--- src/rtl/tbbp_pkg.sv ---
// Shared types, constants and the counter update rule for the two-bit
// branch predictor. No dependencies.
package tbbp_pkg;

    localparam int TABLE_BITS  = 12;
    localparam int TABLE_DEPTH = 1 << TABLE_BITS;

    typedef logic [TABLE_BITS-1:0] t_idx;
    typedef logic [1:0]            t_ctr;
    typedef logic [3:0]            t_index_bits;

    localparam t_ctr        CTR_RESET        = 2'd3;
    localparam t_index_bits INDEX_BITS_RESET = 4'd12;

    // Counter table port request, driven by the pipeline
    typedef struct packed {
        logic rd_en;
        t_idx rd_idx;
        logic wr_en;
        t_idx wr_idx;
        t_ctr wr_data;
    } t_tbl_req;

    // Hysteresis update: weak taken falls straight to strong not taken,
    // weak not taken jumps straight to strong taken
    function automatic t_ctr next_ctr(input logic taken, input t_ctr ctr);
        t_ctr res;
        res = ctr;
        case ({taken, ctr})
            3'b000:  res = 2'd0;
            3'b001:  res = 2'd0;
            3'b010:  res = 2'd0;
            3'b011:  res = 2'd2;
            3'b100:  res = 2'd1;
            3'b101:  res = 2'd3;
            3'b110:  res = 2'd3;
            3'b111:  res = 2'd3;
            default: res = ctr;
        endcase
        return res;
    endfunction

endpackage

--- src/rtl/tbbp_index.sv ---
// Index width register and table index generation.
// Depends on tbbp_pkg.
module tbbp_index (
    input  logic                 i_clk,
    input  logic                 i_rst_n,
    input  logic                 i_cfg_valid,
    output logic                 o_cfg_ready,
    input  tbbp_pkg::t_index_bits i_cfg_index_bits,
    input  logic [31:0]          i_branch_address,
    output tbbp_pkg::t_idx       o_idx
);
    import tbbp_pkg::*;

    t_index_bits r_index_bits;
    t_idx        mask;

    assign o_cfg_ready = 1'b1;

    always_ff @(posedge i_clk) begin
        if (!i_rst_n) begin
            r_index_bits <= INDEX_BITS_RESET;
        end else if (i_cfg_valid) begin
            r_index_bits <= i_cfg_index_bits;
        end
    end

    // mask is only TABLE_BITS wide, so oversize widths saturate naturally
    always_comb begin
        for (int i = 0; i < TABLE_BITS; i++) begin
            mask[i] = (i < int'(r_index_bits));
        end
    end

    assign o_idx = i_branch_address[TABLE_BITS-1:0] & mask;

endmodule

--- config.mk ---
export PLATFORM = sky130hd
export DESIGN_NAME = tbbp_index
export DESIGN_NICKNAME = d
export VERILOG_FILES = /design/src/rtl/tbbp_pkg.sv /design/src/rtl/tbbp_index.sv
export SDC_FILE = /design/constraint.sdc
export NUM_CORES = 1
export LEC_CHECK = 0
export BUFFER_PORTS_ARGS = -buffer_cell sky130_fd_sc_hd__clkbuf_2
export CORE_AREA = 3 3 40 42
export DETAILED_ROUTE_END_ITERATION = 6
export DIE_AREA = 0 0 43 45
export PLACE_DENSITY = 0.72
export SYNTH_ARGS = -nofsm -noshare
export SYNTH_HDL_FRONTEND = slang
export SYNTH_SLANG_ARGS = --single-unit
--- constraint.sdc ---
create_clock -name i_clk -period 1.4 [get_ports i_clk]
set_input_delay 0.07 -clock i_clk [delete_from_list [all_inputs] [get_ports i_clk]]
set_output_delay 0.07 -clock i_clk [all_outputs]
set_load 0.005 [all_outputs]
-- Word level (Yosys, flattened, before mapping)
Cells that the tools add are included.
- register bits after elaboration: 4
- input port bits: 39
- word-level logic and storage cells: 14
- $lt $le $gt $ge: 12
- bitwise logic cells: 1
- operator list (operator ; number):
    < comparator 3 x 4 -> 1 bit (first input constant) ; 4
    < comparator 4 bit (first input constant) ; 4
    bitwise AND 12 bit ; 1
    < comparator 1 x 4 -> 1 bit (first input constant) ; 2
    < comparator 2 x 4 -> 1 bit (first input constant) ; 2

-- Longest topological paths before layout
Gate-level depths: netlist (run 1).
- depth in word-level cells: 2
- gate-level depth with buffers: 3
- depth with buffers taken out: 2

-- Worst setup path after synthesis (run 1)
No wires, ideal clock.
- kind: register to output
- start point: register r_index_bits[2]
- end point: output port o_idx[8]
- arrival: 755 ps
- required time: 1330 ps
- slack: 575 ps
- stages on the path, launching flop included: 3
- path through: dfxtp_1 buf_6 o311a_1
- word-level cells in the longest chain between the ends: 2
- RTL lines (item ; line ; RTL):
    from (decl) ; tbbp_index.sv:14 ; t_index_bits r_index_bits;
    from (signal assigned) ; tbbp_index.sv:23 ; r_index_bits <= i_cfg_index_bits;
    < comparator 4 bit ; tbbp_index.sv:30 ; mask[i] = (i < int'(r_index_bits));
    bitwise AND 12 bit ; tbbp_index.sv:34 ; assign o_idx = i_branch_address[TABLE_BITS-1:0] & mask;
    to (decl) ; tbbp_index.sv:10 ; output tbbp_pkg::t_idx o_idx
No other way between the ends.

-- Final worst setup path (run 1)
- start point: register r_index_bits[3]
- end point: output port o_idx[0]
- word-level cells in the longest chain between the ends: 2
- RTL lines (item ; line):
    < comparator 1 x 4 -> 1 bit ; tbbp_index.sv:30
    bitwise AND 12 bit ; tbbp_index.sv:34
No other way between the ends.

==> results.yml, run 1 <==
status:
  result_of_the_run: "complete, no violations"
worst_hold_path:
  hp-class: "input pin to flip-flop"
cells_and_area:
  layoutNonFillerInstCount: 83
  layout-drive-gt1-share: 0.500
  largest_register_ffs: 4
  area_delta_synth_final_pct: 52.3
  mostFrequentLayoutCell: "sky130_fd_sc_hd__clkbuf_2"
  regMostFlops: "r_index_bits"
  layout_common_cells: "30 x sky130_fd_sc_hd__clkbuf_2, 8 x sky130_fd_sc_hd__nand2_1, 4 x sky130_fd_sc_hd__nor2b_1, 4 x sky130_fd_sc_hd__mux2i_1, 4 x sky130_fd_sc_hd__dfxtp_1"
  postLayoutCoreUtil: 0.357
  biggestRegsByFlops: "r_index_bits x4"
  antennaDiodeCount: 0
  nets: 109
routing:
  vias: 353
  ant_nets: 0
  routed-wl-met2_um: 347
  detail_route.iter0.violations: 6
  wl_per_cell_um: 9.81
  first_pass_iters: 2
  topRoutingLayerUsed: "met4"
  detailroute.wirelength.met3_um: 114
  m1WireLength_um: 334
  viasPerCell: 4.25
  remaining_drc_errors: 0
  wl_um: 814
placement:
  routabilityCongestion: 0.683
  placed_cells_incl_taps: 80
  dp.final_hpwl_um: 646
  place.port_buffers: 30
synthesis:
  synth.lib_cells_used.distinct: 20
  avgSynthCellArea_um2: 7.54
  netlist.top_cell.by_area: "sky130_fd_sc_hd__dfxtp_1"
  yosysWarnings: 0
  largest_cells_by_area_after_synthesis: "sky130_fd_sc_hd__dfxtp_1 27%, sky130_fd_sc_hd__mux2i_1 13%, sky130_fd_sc_hd__nand2_1 10%"
  synthesis.area_um2: 302
  fraction_of_synthesized_cell_area_taken_by_the_top_area_cell_type: 0.266
  synth_cells: 40
  ffs_latches_synth: 4
  synthesis.nets: 79
  synth-seq-area-share: 0.266
global_routing:
  grt_resource_usage_total: 0.0916
  grt_start_max_net_pins: 12
  antenna_found_initial: 0
  grt_first_pass_wirelength_um: 1280
  vias_in_the_first_global_route: 303
  gr-total-overflow: 0
floorplan:
  die_height_um: 45
  effective_utilization_at_floorplan: 0.235
  fp.coreArea_um2: 1280
  num_rows: 13
  floorplan.io_pins: 52
  chipWidth_um: 43
  die_area_um2: 1940
setup_path:
  worst-setup-path-type: "flip-flop to primary output"
  r2r_end: "r_index_bits[1]$_SDFFE_PN0P_"
  worstPathMaxFanout: 11
  critPathCaptureType: "primary output"
  worst_path_required_time_ps: 1330
  critical_path_arrival_ps: 1180
  setup.worst_path.end: "o_idx[0]"
  cp-start-kind: "flip-flop"
  first_element_of_the_critical_path: "r_index_bits[3]$_SDFFE_PN1P_"
  r2r_slack_ps: 650
  worst-r2r-cell-count: 2
  worst_r2r_startpoint: "r_index_bits[1]$_SDFFE_PN0P_"
power_and_ir_drop:
  ir_worst_vdd_mv: 0.286
  pwr_density_cell_nw_per_um2: 814
  total_power_mw: 0.374
  p_leak_nw: 0.268
timing:
  hold_violations: 0
  number_of_failing_setup_endpoints_in_the_final_timing_report: 0
  final_min_period_over_clock_period: 0.891
  fin_setup_tns_ps: 0
  setup_repair_after_global_routing_missed_its_margin: "no"
  timing.fmax_ghz: 0.802
  final.setup_skew_ps: 0
  layout_min_cycle_time_ps: 1250
  final-max-slew-violation-count: 0
clock_network:
  buffer_count_from_post_cts_setup_fixing: 0
  cts.sink_count: 4
  insertion_delay_ps: 240
  cts.hold.buffers_added: 0
  cts_tree: "yes"
  tritoncts.num_buffers: 3
  post_cts_resize_count: 0
  clock_tree.htree_level_count: 1
  clock_path_buffers: 2
  cts_root_buffer_type: "sky130_fd_sc_hd__clkbuf_4"
  cts.reportedPaths.clkPinSlew_ps: 40
flow_run:
  maxCapViolCount: 0
[synthesized netlist by cell type]
cell / number
sky130_fd_sc_hd__nand2_1: 8
sky130_fd_sc_hd__dfxtp_1: 4
sky130_fd_sc_hd__mux2i_1: 4
sky130_fd_sc_hd__nor2b_1: 4
sky130_fd_sc_hd__nor2_1: 3
sky130_fd_sc_hd__a21oi_1: 2
sky130_fd_sc_hd__buf_2: 2
sky130_fd_sc_hd__a21boi_0: 1
sky130_fd_sc_hd__a21boi_1: 1
sky130_fd_sc_hd__and2_1: 1
sky130_fd_sc_hd__and3_2: 1
sky130_fd_sc_hd__buf_4: 1
sky130_fd_sc_hd__buf_6: 1
sky130_fd_sc_hd__clkbuf_2: 1
sky130_fd_sc_hd__conb_1: 1
sky130_fd_sc_hd__o211a_1: 1
sky130_fd_sc_hd__o21ai_0: 1
sky130_fd_sc_hd__o21ai_1: 1
sky130_fd_sc_hd__o311a_1: 1
sky130_fd_sc_hd__o31a_1: 1
[report_power, final]
group / leakage [nW] / switching [mW] / total, mW / internal (mW)
Sequential: 0.0331 / 0.0147 / 0.136 / 0.122
Combinational: 0.221 / 0.0363 / 0.0938 / 0.0575
Clock: 0.0138 / 0.0476 / 0.144 / 0.0959
Total: 0.268 / 0.0986 / 0.374 / 0.275
[routing by layer]
| layer | vias to the layer above | global-route usage |
|---|---|---|
| met3 | 2 | 0.0438 |
| met2 | 22 | 0.117 |
| li1 | 188 | - |
| met1 | 141 | 0.116 |
| met5 | - | 0 |
| met4 | 0 | 0.0723 |
[stage by stage]
stage               hold WS (ps)  cell area, µm²  worst slack [ps]
finish                      17.7             459               153
global route                25.9             459              9.48
CTS                         14.1             459               122
detailed placement           260             437               378
global placement             256             437               400
floorplan                    132             302               575
[worst min path at each step]
stage / startpoint / cells past startpoint / slack (ps) / to
floorplan: i_rst_n / 1 / 130 / r_index_bits[2]$_SDFFE_PN1P_
global route: i_rst_n / 2 / 30 / r_index_bits[2]$_SDFFE_PN1P_
CTS: i_rst_n / 2 / 10 / r_index_bits[3]$_SDFFE_PN1P_
global placement: i_rst_n / 2 / 260 / r_index_bits[3]$_SDFFE_PN1P_
finish: i_rst_n / 2 / 20 / r_index_bits[3]$_SDFFE_PN1P_
detailed placement: i_rst_n / 2 / 260 / r_index_bits[3]$_SDFFE_PN1P_
[cells by family (layout without fill, tap and decap cells)]
family	after synthesis	count (layout)	synth area share
AO/OA/AOI/OAI	9	9	0.212
AND/OR/NAND/NOR	17	17	0.266
buffers and inverters	5	33	0.112
flip-flops	4	4	0.266
other	1	1	0.0124
multiplexers	4	4	0.133
[worst max-delay path, cell delays in order, from the launching register on]
cell                       delay [ps]
sky130_fd_sc_hd__dfxtp_1          500
sky130_fd_sc_hd__nor2_1           130
sky130_fd_sc_hd__a21boi_0         180
sky130_fd_sc_hd__clkbuf_2         140
[area by class of cell]
class                      instances  area (µm²)
fill                             154         826
timing repair buffer              30         150
sequential                         4        80.1
multi-input combinational         31         188
clock buffer                       3        22.5
tap                               15        18.8
Note: power is estimated with default switching activity, not from simulation.
==> run 2: changes to the inputs <==
--- a/config.mk
+++ b/config.mk
@@ -8,5 +8,5 @@
 export BUFFER_PORTS_ARGS = -buffer_cell sky130_fd_sc_hd__clkbuf_2
-export CORE_AREA = 3 3 40 42
+export CORE_AREA = 2 2 39 41
 export DETAILED_ROUTE_END_ITERATION = 6
-export DIE_AREA = 0 0 43 45
+export DIE_AREA = 0 0 41 43
 export PLACE_DENSITY = 0.72
==> constraint.sdc (replaced) <==
create_clock -name i_clk -period 1.4 [get_ports i_clk]
set_input_delay 0.28 -clock i_clk [delete_from_list [all_inputs] [get_ports i_clk]]
set_output_delay 0.28 -clock i_clk [all_outputs]
set_load 0.005 [all_outputs]
==> run 2 against run 1 <==
  * Die area fell by 8.9%
  * Clock power decreased by 3%
  * Core utilization fell by 2.0 points
  * Hold slack better by 220 ps
  * Fmax is 6.7% lower
  * Largest power group unchanged
  * Clock skew unchanged
  * First-iteration DRC count decreased by 83%
  * Worst setup slack got worse by 89 ps
  * Critical path type unchanged
==> results.yml, run 2 (synthesized netlist as in run 1, its figures left out) <==
setup_path:
  crit_path_max_incr_delay_ps: 360
  kind_of_cell_with_the_highest_combined_delay_on_the_critical_path: "flip-flops"
  critical_path_cell_list: "o311a_1 -> clkbuf_2"
  worst_path_required_time_ps: 1120
  cp-start-kind: "flip-flop"
  critical_path_arrival_ps: 1060
  slowest_cell_on_the_critical_path: "sky130_fd_sc_hd__dfxtp_2"
  worstPathMaxFanout: 10
  critPathCaptureType: "primary output"
  worst-setup-path-type: "flip-flop to primary output"
  cp.buffers_inverters: 1
routing:
  detail_route.iter0.violations: 1
  remaining_drc_errors: 0
  first_pass_iters: 2
  ant_nets: 0
  viasPerCell: 4.29
  wl_um: 784
  wl_per_cell_um: 9.33
  vias: 360
global_routing:
  grt_resource_usage_total: 0.0873
  vias_in_the_first_global_route: 285
  gr-total-overflow: 0
  antenna_found_initial: 0
  grt_start_max_net_pins: 12
  grt_first_pass_wirelength_um: 1040
cells_and_area:
  regMostFlops: "r_index_bits"
  nets: 109
  fill_cells: 159
  largest_register_ffs: 4
  layoutNonFillerInstCount: 84
  layout-drive-gt1-share: 0.544
  layout_common_cells: "30 x sky130_fd_sc_hd__clkbuf_2, 8 x sky130_fd_sc_hd__nand2_1, 4 x sky130_fd_sc_hd__nor2b_1, 4 x sky130_fd_sc_hd__mux2i_1"
  antennaDiodeCount: 0
  area_delta_synth_final_pct: 54.8
  biggestRegsByFlops: "r_index_bits x4"
  mostFrequentLayoutCell: "sky130_fd_sc_hd__clkbuf_2"
flow_run:
  maxCapViolCount: 0
clock_network:
  cts.reportedPaths.clkPinSlew_ps: 40
  cts.sink_count: 4
  insertion_delay_ps: 230
  cts_tree: "yes"
  cts_root_buffer_type: "sky130_fd_sc_hd__clkbuf_4"
  cts.hold.buffers_added: 0
  clock_path_buffers: 2
  buffer_count_from_post_cts_setup_fixing: 0
  clock_tree.htree_level_count: 1
  post_cts_resize_count: 3
  tritoncts.num_buffers: 3
floorplan:
  floorplan.io_pins: 52
  chipWidth_um: 41
  num_rows: 14
  die_height_um: 43
  die_area_um2: 1760
  fp.coreArea_um2: 1380
  effective_utilization_at_floorplan: 0.218
timing:
  fin_setup_tns_ps: 0
  setup_repair_after_global_routing_missed_its_margin: "no"
  layout_min_cycle_time_ps: 1340
  hold_violations: 0
  timing.fmax_ghz: 0.749
  final_min_period_over_clock_period: 0.954
  layout_setup_ws_ps: 64.1
  number_of_failing_setup_endpoints_in_the_final_timing_report: 0
  final.setup_skew_ps: 0
  final-max-slew-violation-count: 0
  hold-worst-slack_ps: 235
placement:
  detailedPlace.worstSlack_ps: 165
  place.port_buffers: 30
  placed_cells_incl_taps: 81
  dp.final_hpwl_um: 658
  routabilityCongestion: 0.631
power_and_ir_drop:
  ir_worst_vdd_mv: 0.377
  pwr_density_cell_nw_per_um2: 790
  p_leak_nw: 0.268
worst_hold_path:
  hp-class: "input pin to flip-flop"
status:
  result_of_the_run: "complete, no violations"
-- run 2: changes by cell type in the layout (fill, tap and decap cells not counted) --
cell,delta
sky130_fd_sc_hd__dfxtp_2,+2
sky130_fd_sc_hd__dfxtp_1,-3
sky130_fd_sc_hd__dfxtp_4,+1
-- run 2: per-stage QoR --
stage / utilization / instance area [µm²] / power, mW
after floorplan: - / 302 / 0.187
after global placement: 0.316 / 438 / 0.232
after detailed placement: 0.316 / 438 / 0.234
after CTS: 0.335 / 464 / 0.381
after global routing: 0.337 / 467 / 0.400
final: 0.337 / 467 / 0.369
-- run 2: final timing paths --
kind                                              startpoint                            to  slack, ps  depth (start not counted)
worst min-delay path                                 i_rst_n  r_index_bits[2]$_SDFFE_PN1P_        230                          2
worst max register to register  r_index_bits[3]$_SDFFE_PN1P_  r_index_bits[3]$_SDFFE_PN1P_        730                          2
worst min register to register  r_index_bits[3]$_SDFFE_PN1P_  r_index_bits[3]$_SDFFE_PN1P_        560                          2
worst max-delay path            r_index_bits[2]$_SDFFE_PN1P_                      o_idx[8]         60                          2
-- run 2: final cells by class --
| cell class | count | area (µm²) | area share |
|---|---|---|---|
| Multi-Input combinational cell | 31 | 188 | 0.402 |
| Timing Repair Buffer | 30 | 150 | 0.322 |
| Sequential cell | 4 | 86.3 | 0.185 |
| Clock buffer | 3 | 22.5 | 0.0483 |
| Tap cell | 16 | 20.0 | 0.0429 |
-- run 2: worst register-to-register path: cells and delay by family (launching register included) --
family,cells,cell delay [ps]
mux,1,120
flops,1,370
simple gates,1,60
-- run 2: metal layers --
layer	GRT usage	share of wire	up-vias
met2	0.156	0.52	15
met3	0.0314	0.078	0
met5	0	0	-
met4	0.0600	0	0
met1	0.0705	0.40	155
li1	-	-	190
-- run 2: where the power goes --
group / internal [mW] / switching (mW) / leakage [nW]
sequential: 0.122 / 0.0144 / 0.0332
clock: 0.0956 / 0.0429 / 0.0138
combinational: 0.0577 / 0.0362 / 0.221
==> run 3: changes to the inputs <==
--- a/config.mk
+++ b/config.mk
@@ -7,2 +7,3 @@
 export LEC_CHECK = 0
+export ABC_AREA = 1
 export BUFFER_PORTS_ARGS = -buffer_cell sky130_fd_sc_hd__clkbuf_2
@@ -11,3 +12,3 @@
 export DIE_AREA = 0 0 41 43
-export PLACE_DENSITY = 0.72
+export PLACE_DENSITY = 0.73
 export SYNTH_ARGS = -nofsm -noshare
==> constraint.sdc (replaced) <==
create_clock -name i_clk -period 1.4 [get_ports i_clk]
set_input_delay 0.07 -clock i_clk [delete_from_list [all_inputs] [get_ports i_clk]]
set_output_delay 0.07 -clock i_clk [all_outputs]
set_load 0.005 [all_outputs]
==> run 3 against run 2 <==
  * Worst setup slack improved by 87 ps
  * Highest routed layer unchanged
  * Fmax rose by 7.0%
  * Global-route usage rose by 1.9 points
  * Non-clock buffer count did not move
  * Via count rose by 18%
==> results.yml, run 3 <==
status:
  result_of_the_run: "complete, no violations"
cells_and_area:
  final-seq-area_um2: 80.1
  layout_common_cells: "30 x sky130_fd_sc_hd__clkbuf_2, 16 x sky130_fd_sc_hd__nor2_1, 15 x sky130_fd_sc_hd__nand2_1"
  fill_cells: 161
  regMostFlops: "r_index_bits"
  biggestRegsByFlops: "r_index_bits x4"
  multi_input_logic_area_um2: 179
  layoutNonFillerInstCount: 103
  layout-drive-gt1-share: 0.402
  antennaDiodeCount: 0
  area_delta_synth_final_pct: 56.5
  finalInstanceArea_um2: 482
  mostFrequentLayoutCell: "sky130_fd_sc_hd__clkbuf_2"
  nets: 128
  largest_register_ffs: 4
floorplan:
  die_area_um2: 1760
  die_height_um: 43
  chipWidth_um: 41
  effective_utilization_at_floorplan: 0.222
  num_rows: 14
  fp.coreArea_um2: 1380
  floorplan.io_pins: 52
flow_run:
  maxCapViolCount: 0
placement:
  dp.final_hpwl_um: 707
  placed_cells_incl_taps: 100
  postPlaceCellArea_um2: 459
  routabilityCongestion: 0.648
  place.port_buffers: 30
synthesis:
  synth-seq-area-share: 0.260
  synthesis.nets: 95
  synth_cells: 56
  ys_dominant_reg_cell: "sky130_fd_sc_hd__dfxtp_1"
  netlist.top_cell.by_area: "sky130_fd_sc_hd__dfxtp_1"
  synth_edf_count: 0
  largest_cells_by_area_after_synthesis: "sky130_fd_sc_hd__dfxtp_1 26%, sky130_fd_sc_hd__nor2_1 20%, sky130_fd_sc_hd__nand2_1 18%"
  ffs_latches_synth: 4
  synth.lib_cells_used.distinct: 13
  avgSynthCellArea_um2: 5.50
  most_frequent_cell_after_synthesis: "sky130_fd_sc_hd__nor2_1"
  yosysWarnings: 0
  netlist_top_cells_count: "16 x sky130_fd_sc_hd__nor2_1, 15 x sky130_fd_sc_hd__nand2_1, 7 x sky130_fd_sc_hd__inv_1, 4 x sky130_fd_sc_hd__dfxtp_1, 3 x sky130_fd_sc_hd__a21boi_0"
  fraction_of_synthesized_cell_area_taken_by_the_top_area_cell_type: 0.260
  synthesis.area_um2: 308
  async_reset_ff_frac: 0
clock_network:
  clock_path_buffers: 2
  tritoncts.num_buffers: 3
  cts_tree: "yes"
  cts.hold.buffers_added: 0
  buffer_count_from_post_cts_setup_fixing: 0
  clock_tree.htree_level_count: 1
  insertion_delay_ps: 230
  post_cts_resize_count: 0
  cts.sink_count: 4
  cts_root_buffer_type: "sky130_fd_sc_hd__clkbuf_4"
  cts.reportedPaths.clkPinSlew_ps: 40
routing:
  first_pass_iters: 4
  remaining_drc_errors: 0
  ant_nets: 0
  viasPerCell: 4.12
  vias: 424
  wl_per_cell_um: 8.01
  wl_um: 825
  detail_route.iter0.violations: 5
timing:
  final_min_period_over_clock_period: 0.892
  layout_min_cycle_time_ps: 1250
  setup_repair_after_global_routing_missed_its_margin: "no"
  hold_violations: 0
  fin_setup_tns_ps: 0
  timing.fmax_ghz: 0.801
  number_of_failing_setup_endpoints_in_the_final_timing_report: 0
  final-max-slew-violation-count: 0
  final.setup_skew_ps: 0
setup_path:
  r2r_end: "r_index_bits[3]$_SDFFE_PN1P_"
  worst-setup-path-type: "flip-flop to primary output"
  slowest_cell_on_the_critical_path: "sky130_fd_sc_hd__dfxtp_1"
  crit_path_max_incr_delay_ps: 480
  cp-start-kind: "flip-flop"
  first_element_of_the_critical_path: "r_index_bits[3]$_SDFFE_PN1P_"
  critPathCaptureType: "primary output"
  cp.buffers_inverters: 1
  worst_path_required_time_ps: 1330
  r2r_slack_ps: 710
  critical_path_cell_list: "nor2_1 -> a21boi_0 -> clkbuf_2"
  kind_of_cell_with_the_highest_combined_delay_on_the_critical_path: "flip-flops"
  worst_r2r_startpoint: "r_index_bits[3]$_SDFFE_PN1P_"
  critical_path_arrival_ps: 1180
  worst-r2r-cell-count: 2
  worstPathMaxFanout: 9
power_and_ir_drop:
  p_leak_nw: 0.318
  pwr_density_cell_nw_per_um2: 787
  ir_worst_vdd_mv: 0.391
global_routing:
  vias_in_the_first_global_route: 374
  grt_start_max_net_pins: 10
  antenna_found_initial: 0
  gr-total-overflow: 0
  grt_first_pass_wirelength_um: 1290
  grt_resource_usage_total: 0.106
worst_hold_path:
  worst_hold_startpoint: "i_rst_n"
  hp-class: "input pin to flip-flop"
  worstHoldPathCells: 2
  end_of_the_worst_hold_path: "r_index_bits[3]$_SDFFE_PN1P_"
-- run 3: cell count changes after synthesis, sizes merged, moves of 2 or more --
cell,delta
inv,+8
nor2,+13
nand3,+2
nand2,+8
nor2b,-4
buf,-2
mux2i,-4
-- run 3: where the power goes --
group          total, mW  internal, mW  switching, mW
Clock              0.139        0.0956         0.0434
Sequential         0.135         0.123         0.0125
Combinational      0.105        0.0550         0.0498
-- run 3: area by class of cell --
| type | instances | area share |
|---|---|---|
| multi-input cells | 42 | 0.371 |
| repair buffers | 30 | 0.312 |
| flip-flops and latches | 4 | 0.166 |
| inverters | 8 | 0.0623 |
| clock buffers | 3 | 0.0468 |
| well taps | 16 | 0.0416 |
-- run 3: kinds of logic after synthesis --
kind of cell,synth area share
and+or+nand+nor,0.431
other,0.0122
AOI/OAI and AO/OA,0.138
DFF,0.260
buffers and inverters,0.159
-- run 3: per-stage QoR --
stage	power (mW)	util	worst slack, ps	hold WS [ps]
global placement	0.240	0.332	430	280
CTS	0.390	0.348	132	41.9
finish	0.379	0.348	151	48.6
detailed placement	0.243	0.332	384	285
global route	0.412	0.348	59.1	52.6
floorplan	0.190	-	637	154
-- run 3: metal layers --
metal	GRT usage	share of wire	vias up	wire [µm]
li1	-	-	227	-
met1	0.106	0.40	180	333
met2	0.181	0.51	17	418
met3	0.0157	0.088	0	73
met4	0.0800	0	0	0
met5	0	0	-	0
-- run 3: how the worst max path moves through the flow --
stage,end,slack [ps],cells past startpoint
after floorplan,o_idx[0],640,3
after global placement,o_idx[1],430,3
after detailed placement,o_idx[2],380,3
after CTS,o_idx[2],130,3
after global routing,o_idx[2],60,3
final,o_idx[2],150,3
